**src/rtl/core/laea_pkg.sv**
```systemverilog
// Shared types, constants and helper functions for the equal-area projection core.
// Used by every module under rtl/core; depends on nothing else.
package laea_pkg;

    // Field widths.
    localparam int ANGLE_BITS    = 32;
    localparam int OUT_FRAC_BITS = 29;
    localparam int OUT_W         = OUT_FRAC_BITS + 3;

    // Internal fixed point: Q.30 fractions.
    localparam int WF       = 30;
    localparam int CORDIC_N = 30;

    // Shifts that bring an angle to a 32-bit turn fraction.
    localparam int TURN_UP = (ANGLE_BITS >= 32) ? 0 : 32 - ANGLE_BITS;
    localparam int TURN_DN = (ANGLE_BITS >= 32) ? ANGLE_BITS - 32 : 0;

    // Final conversion shifts from Q.30 to the output fraction.
    localparam int OUT_LSH = (OUT_FRAC_BITS >= WF) ? OUT_FRAC_BITS - WF : 0;
    localparam int OUT_RSH = (OUT_FRAC_BITS >= WF) ? 0 : WF - OUT_FRAC_BITS;

    // Configuration register indexes.
    localparam int CFG_INDEX_W = 8;
    localparam logic [CFG_INDEX_W-1:0] CFG_CENTER_LONGITUDE = 8'd0;
    localparam logic [CFG_INDEX_W-1:0] CFG_CENTER_LATITUDE  = 8'd1;

    // CORDIC gain compensation, 0.60725293500888 in Q1.30.
    localparam logic signed [33:0] CORDIC_GAIN = 34'sd652032874;

    typedef logic signed [31:0] trig_t;

    // One input request.
    typedef struct packed {
        logic signed [ANGLE_BITS-1:0] longitude;
        logic signed [ANGLE_BITS-1:0] latitude;
        logic                         last;
    } request_t;

    // One result.
    typedef struct packed {
        logic signed [OUT_W-1:0] x;
        logic signed [OUT_W-1:0] y;
        logic                    antipode;
        logic                    last_out;
    } result_t;

    // Sines and cosines of one request, handed from front end to back end.
    typedef struct packed {
        trig_t a;   // sin(center latitude)
        trig_t b;   // cos(center latitude)
        trig_t c;   // sin(latitude)
        trig_t d;   // cos(latitude)
        trig_t e;   // sin(dlon)
        trig_t f;   // cos(dlon)
        logic  last;
    } trig_set_t;

    // Arctangent of 2^-i in 32-bit turns.
    function automatic logic signed [33:0] atan_turn(input int i);
        logic signed [33:0] r;
        case (i)
            0:  r = 34'sh020000000;
            1:  r = 34'sh012E4051E;
            2:  r = 34'sh009FB385B;
            3:  r = 34'sh0051111D4;
            4:  r = 34'sh0028B0D43;
            5:  r = 34'sh00145D7E1;
            6:  r = 34'sh000A2F61E;
            7:  r = 34'sh000517C55;
            8:  r = 34'sh00028BE53;
            9:  r = 34'sh000145F2F;
            10: r = 34'sh0000A2F98;
            11: r = 34'sh0000517CC;
            12: r = 34'sh000028BE6;
            13: r = 34'sh0000145F3;
            14: r = 34'sh00000A2F9;
            15: r = 34'sh00000517C;
            16: r = 34'sh0000028BE;
            17: r = 34'sh00000145F;
            18: r = 34'sh000000A2F;
            19: r = 34'sh000000517;
            20: r = 34'sh00000028B;
            21: r = 34'sh000000145;
            22: r = 34'sh0000000A2;
            23: r = 34'sh000000051;
            24: r = 34'sh000000028;
            25: r = 34'sh000000014;
            26: r = 34'sh00000000A;
            27: r = 34'sh000000005;
            28: r = 34'sh000000002;
            29: r = 34'sh000000001;
            default: r = 34'sd0;
        endcase
        return r;
    endfunction

    // Bring a binary angle to a 32-bit turn fraction.
    function automatic logic [31:0] to_turn32(input logic [ANGLE_BITS-1:0] u);
        logic [63:0] w;
        w = 64'(u);
        if (ANGLE_BITS >= 32) begin
            return 32'(w >> TURN_DN);
        end
        return 32'(w << TURN_UP);
    endfunction

endpackage

```
**src/rtl/core/laea_queue.sv**
```systemverilog
// Two-entry queue between the front end and the back end.
// Depends on laea_pkg for the entry type.
module laea_queue
    import laea_pkg::*;
(
    input  logic      clk,
    input  logic      rst_n,
    input  logic      push,
    input  trig_set_t push_data,
    input  logic      pop,
    output logic      head_valid,
    output trig_set_t head_data,
    output logic      full
);

    trig_set_t   mem_reg [0:1];
    logic        wr_ptr_reg;
    logic        rd_ptr_reg;
    logic [1:0]  count_reg;
    logic [1:0]  count_next;

    // Entry storage.
    always_ff @(posedge clk)
    begin
        if (push) begin
            mem_reg[wr_ptr_reg] <= push_data;
        end
    end

    // Occupancy.
    always_comb
    begin
        count_next = count_reg;
        if (push && !pop) begin
            count_next = count_reg + 2'd1;
        end else if (pop && !push) begin
            count_next = count_reg - 2'd1;
        end
    end

    always_ff @(posedge clk or negedge rst_n)
    begin
        if (!rst_n) begin
            wr_ptr_reg <= 1'b0;
            rd_ptr_reg <= 1'b0;
            count_reg  <= 2'd0;
        end else begin
            if (push) begin
                wr_ptr_reg <= ~wr_ptr_reg;
            end
            if (pop) begin
                rd_ptr_reg <= ~rd_ptr_reg;
            end
            count_reg <= count_next;
        end
    end

    assign head_valid = (count_reg != 2'd0);
    assign head_data  = mem_reg[rd_ptr_reg];
    assign full       = (count_reg == 2'd2);

endmodule

```
**config.mk**
```make
export PLATFORM = sky130hd
export DESIGN_NAME = laea_queue
export DESIGN_NICKNAME = d
export VERILOG_FILES = /design/src/rtl/core/laea_pkg.sv /design/src/rtl/core/laea_queue.sv
export SDC_FILE = /design/constraint.sdc
export NUM_CORES = 1
export LEC_CHECK = 0
export BUFFER_PORTS_ARGS = -buffer_cell sky130_fd_sc_hd__buf_4
export CORE_ASPECT_RATIO = 2
export CORE_MARGIN = 1.5
export CORE_UTILIZATION = 40
export DETAILED_ROUTE_END_ITERATION = 6
export MAX_ROUTING_LAYER = met4
export SYNTH_ARGS = -nofsm -noshare
export SYNTH_HDL_FRONTEND = slang
export SYNTH_SLANG_ARGS = --single-unit
```
**constraint.sdc**
```tcl
create_clock -name clk -period 22.3 [get_ports clk]
set_input_delay 2.23 -clock clk [delete_from_list [all_inputs] [get_ports clk]]
set_output_delay 2.23 -clock clk [all_outputs]
set_load 0.005 [all_outputs]
```
Yosys cells after proc, flatten, opt, wreduce, memory -nomap -nowiden
Memories as Yosys holds them, arrays and structs flattened. Index checks and enable logic that the tools add are counted.

Bitwise gates (word level): 2. Reductions and logical operators: 6. Equality and inequality tests: 1. Multipliers: 0. Add/subtract/negate cells: 2. Shift operators: 0. Mux-type cells: 4. Order comparisons: 0. Divide/modulo/power cells: 0.

Operator list (number): $mux 2 (2); $reduce_bool 2->1 (2); $add 2x1->2 const B (1); $eq 2x2->1 const B (1); $logic_and 1x1->1 (2); $logic_not 1->1 (2); $mux 1 (2); $not 1->1 (2); $sub 2x1->2 const B (1).

Bits in writable memories: 386. Register bits after elaboration: 4. Memories: 1. Word-level logic and storage cells: 19. Bits in latches: 0. Input port bits: 197. Bits in read-only memories: 0.

Memories: mem_reg (words 2, width 193, read ports 1, clocked after Yosys merged registers in 0, wr ports 1, line laea_queue.sv:16) `trig_set_t mem_reg [0:1];`.

Depth between registers and ports, before layout
Depth after elaboration: 4. Depth in mapped cells: 5. Gate-level depth less buffers: 5.

Worst setup path before layout
OpenSTA, ideal clock, no wires.

Path type: in2reg. Start point: input push. End point: memory mem_reg[0][0] in the netlist's numbering (enable). Library setup time: 772 ps. Data arrival time: 10555 ps. Data required time: 21528 ps. Stages: 1. Setup slack: 10973 ps. Path through: nor2b_1.

Cells in the longest elaborated chain, start to end: 2.

RTL lines: start: declaration (line laea_queue.sv:8) `input logic push,`; $mux 1 (line laea_queue.sv:25) `if (push) begin`; $mux 1 (not written as such) (line laea_queue.sv:26) `mem_reg[wr_ptr_reg] <= push_data;`; end: declaration (line laea_queue.sv:16).

Every way passes these cells.

==> run metrics <==
run status finished clean; Setup crit end kind output port; Yosys top cell area share between 70% and 80%; Yosys cell types 15; H-tree Lvls 2; io pins 392; Critical Path RT around 20000 ps; Pre-antenna DRT Iters 4; Layout Area Growth over Synthesis 30.11%; wire per inst approximately 22 um; max reg flops roughly 390; Least-Margin Pin Slew ~1100 ps; DRT Wirelength about 34000 um; dpl hpwl around 24000 um; GRT Residual Overflow 0; DRC viols 0; RSZ-0062 raised after global routing no; Mapped Avg Cell Area 23.97 um^2; Tcrit/Tclk final between 20% and 30%; clk buf depth 3; CTS tree yes; Startpoint Class flip-flop; min Tclk post-route 5836 ps; commonest non-fill, non-tap cell in the layout buf_4; Setup Viol. Count Final 0; Crit Path Class flip-flop to output port; FMAX 171.4 MHz; CORE AREA 36420 um^2; Post-Synthesis Cells roughly 620; Chip Height between 200 and 300 um; Via density 4.774; Sequential Area approximately 12000 um^2; Cell Rows 99; HP Class flip-flop to flip-flop; Multi-input gate area roughly 2900 um^2; VDD IR max between 0.1 and 0.15 mV; syn_nets just over 800; max_slew headroom 28.11%; later-pin clock latency in the skew report just over 500 ps; Arr. time, crit path 3610 ps; max_cap viols 0; clk_skew approximately 14 ps; Hold Vio Cnt, Final 0; post-cts sizing count 0; Area contributors post-synth edfxtp_1 78%, mux2_4 16%, mux2_2 2.5%; clk sinks 390; GRT Total Usage between 10% and 20%; largest net degree at the start of global routing 77; setup TNS 0 ps; Yosys warnings 0; initial antenna violation count 16; DRT iter0 DRCs 293; PwrDens between 100 and 150 nW/um^2; # hold bufs at CTS 0; Routed Antenna Nets 0; vias in the first global route about 7600; Root Buffer clkbuf_16; PortBufs between 300 and 400; Inserted Clock Buffers 34; Die Wd around 140 um; first-pass GRT wire length 46610 um; Static Leak between 7 and 8 nW; most frequent cells in the layout 399 x buf_4, 386 x edfxtp_1, 160 x mux2_4; GPL Wtd Cong 0.8265; layout cells sized above 1 about three fifths; Die Area 38200 um^2; initial core utilization 40.60%; leading area contributor after synthesis edfxtp_1; final hold slack 491.8 ps; via count between 7000 and 8000; Final #Nets approximately 1200; FF+latch count, synth between 300 and 400; CP Max Fanout 52; Cell Area, Synth 14790 um^2; fin. max-slew vios 0; Reg clk slew, reported paths approximately 60 ps; fillcell total ~3000; register area share after synthesis just under 80%; # Post-CTS Setup Buffers 0
## area by class of cell
type	instances	share of cell area, %
sequential	390	60.79
timing repair buffer	399	15.57
multi-input combinational	204	14.91
clock buffer	40	4.650
tap	454	2.953
clock inverter	20	0.8975
antenna	16	0.2081
inverter	1	0.01951
## Yosys cell counts
cell / count
and2_1: 1
edfxtp_1: 386
nor2b_1: 2
ha_1: 1
buf_8: 1
nor2_1: 1
xor2_1: 4
dfrtp_1: 4
inv_1: 1
mux2_2: 33
xnor2_1: 1
mux2_4: 160
buf_6: 18
or2_2: 1
buf_2: 3
## per-stage QoR
step                      instance area (um^2)  total power [W]  setup slack [ps]  instances  utilization, %
after global placement                   18130         0.001808             17010       1448           49.79
final                                    19240         0.002357             16460       1524           52.83
after global routing                     19240         0.002458             16270       1524           52.83
after CTS                                19200         0.002394             16390       1508           52.72
after detailed placement                 18130         0.001819             16950       1448           49.79
after floorplan                          14790         0.001511             10970        617               -
## worst paths after layout
kind	from	to	slack [ps]	depth (start not counted)
min	count_reg[1]	count_reg[1]	490	1
min in group asynchronous	rst_n	rd_ptr_reg	1500	1
min reg2reg	count_reg[1]	count_reg[1]	490	1
max	rd_ptr_reg	head_data[77]	16460	4
max reg2reg	wr_ptr_reg	mem_reg[0][29]	19650	3
max in group asynchronous	rst_n	rd_ptr_reg	20680	1
## critical path, cell delays in order (launching register included)
cell     delay (ps)
dfrtp_4         860
buf_4           870
buf_4           780
mux2_4          360
buf_4           140
## logic make-up (layout without fill, tap and decap cells)
| family | Yosys count | count (layout) | synth area share [%] |
|---|---|---|---|
| flip-flops | 390 | 390 | 79.07 |
| adder cells (fa/ha/maj) | 1 | 1 | 0.08460 |
| buffers and inverters | 23 | 460 | 1.599 |
| AND/OR/NAND/NOR | 5 | 5 | 0.1946 |
| XOR/XNOR | 5 | 5 | 0.2961 |
| other | 0 | 16 | 0 |
| multiplexers | 193 | 193 | 18.76 |
## report_power, final
| group | internal, W | switching (W) |
|---|---|---|
| clock network | 0.000323 | 0.000249 |
| logic | 0.000442 | 0.000309 |
| registers | 0.000975 | 0.0000583 |
## metal layers
metal | wire [um] | share of wire, % | track usage, % | up-vias
met5 | 0 | 0 | - | -
met4 | 1833 | 5.4 | 10.83 | 0
met3 | 2068 | 6.1 | 4.334 | 85
met2 | 19670 | 58 | 32.39 | 283
met1 | 10240 | 30 | 15.07 | 3612
li1 | - | - | - | 3296
Power figures use the tool's default switching activity.
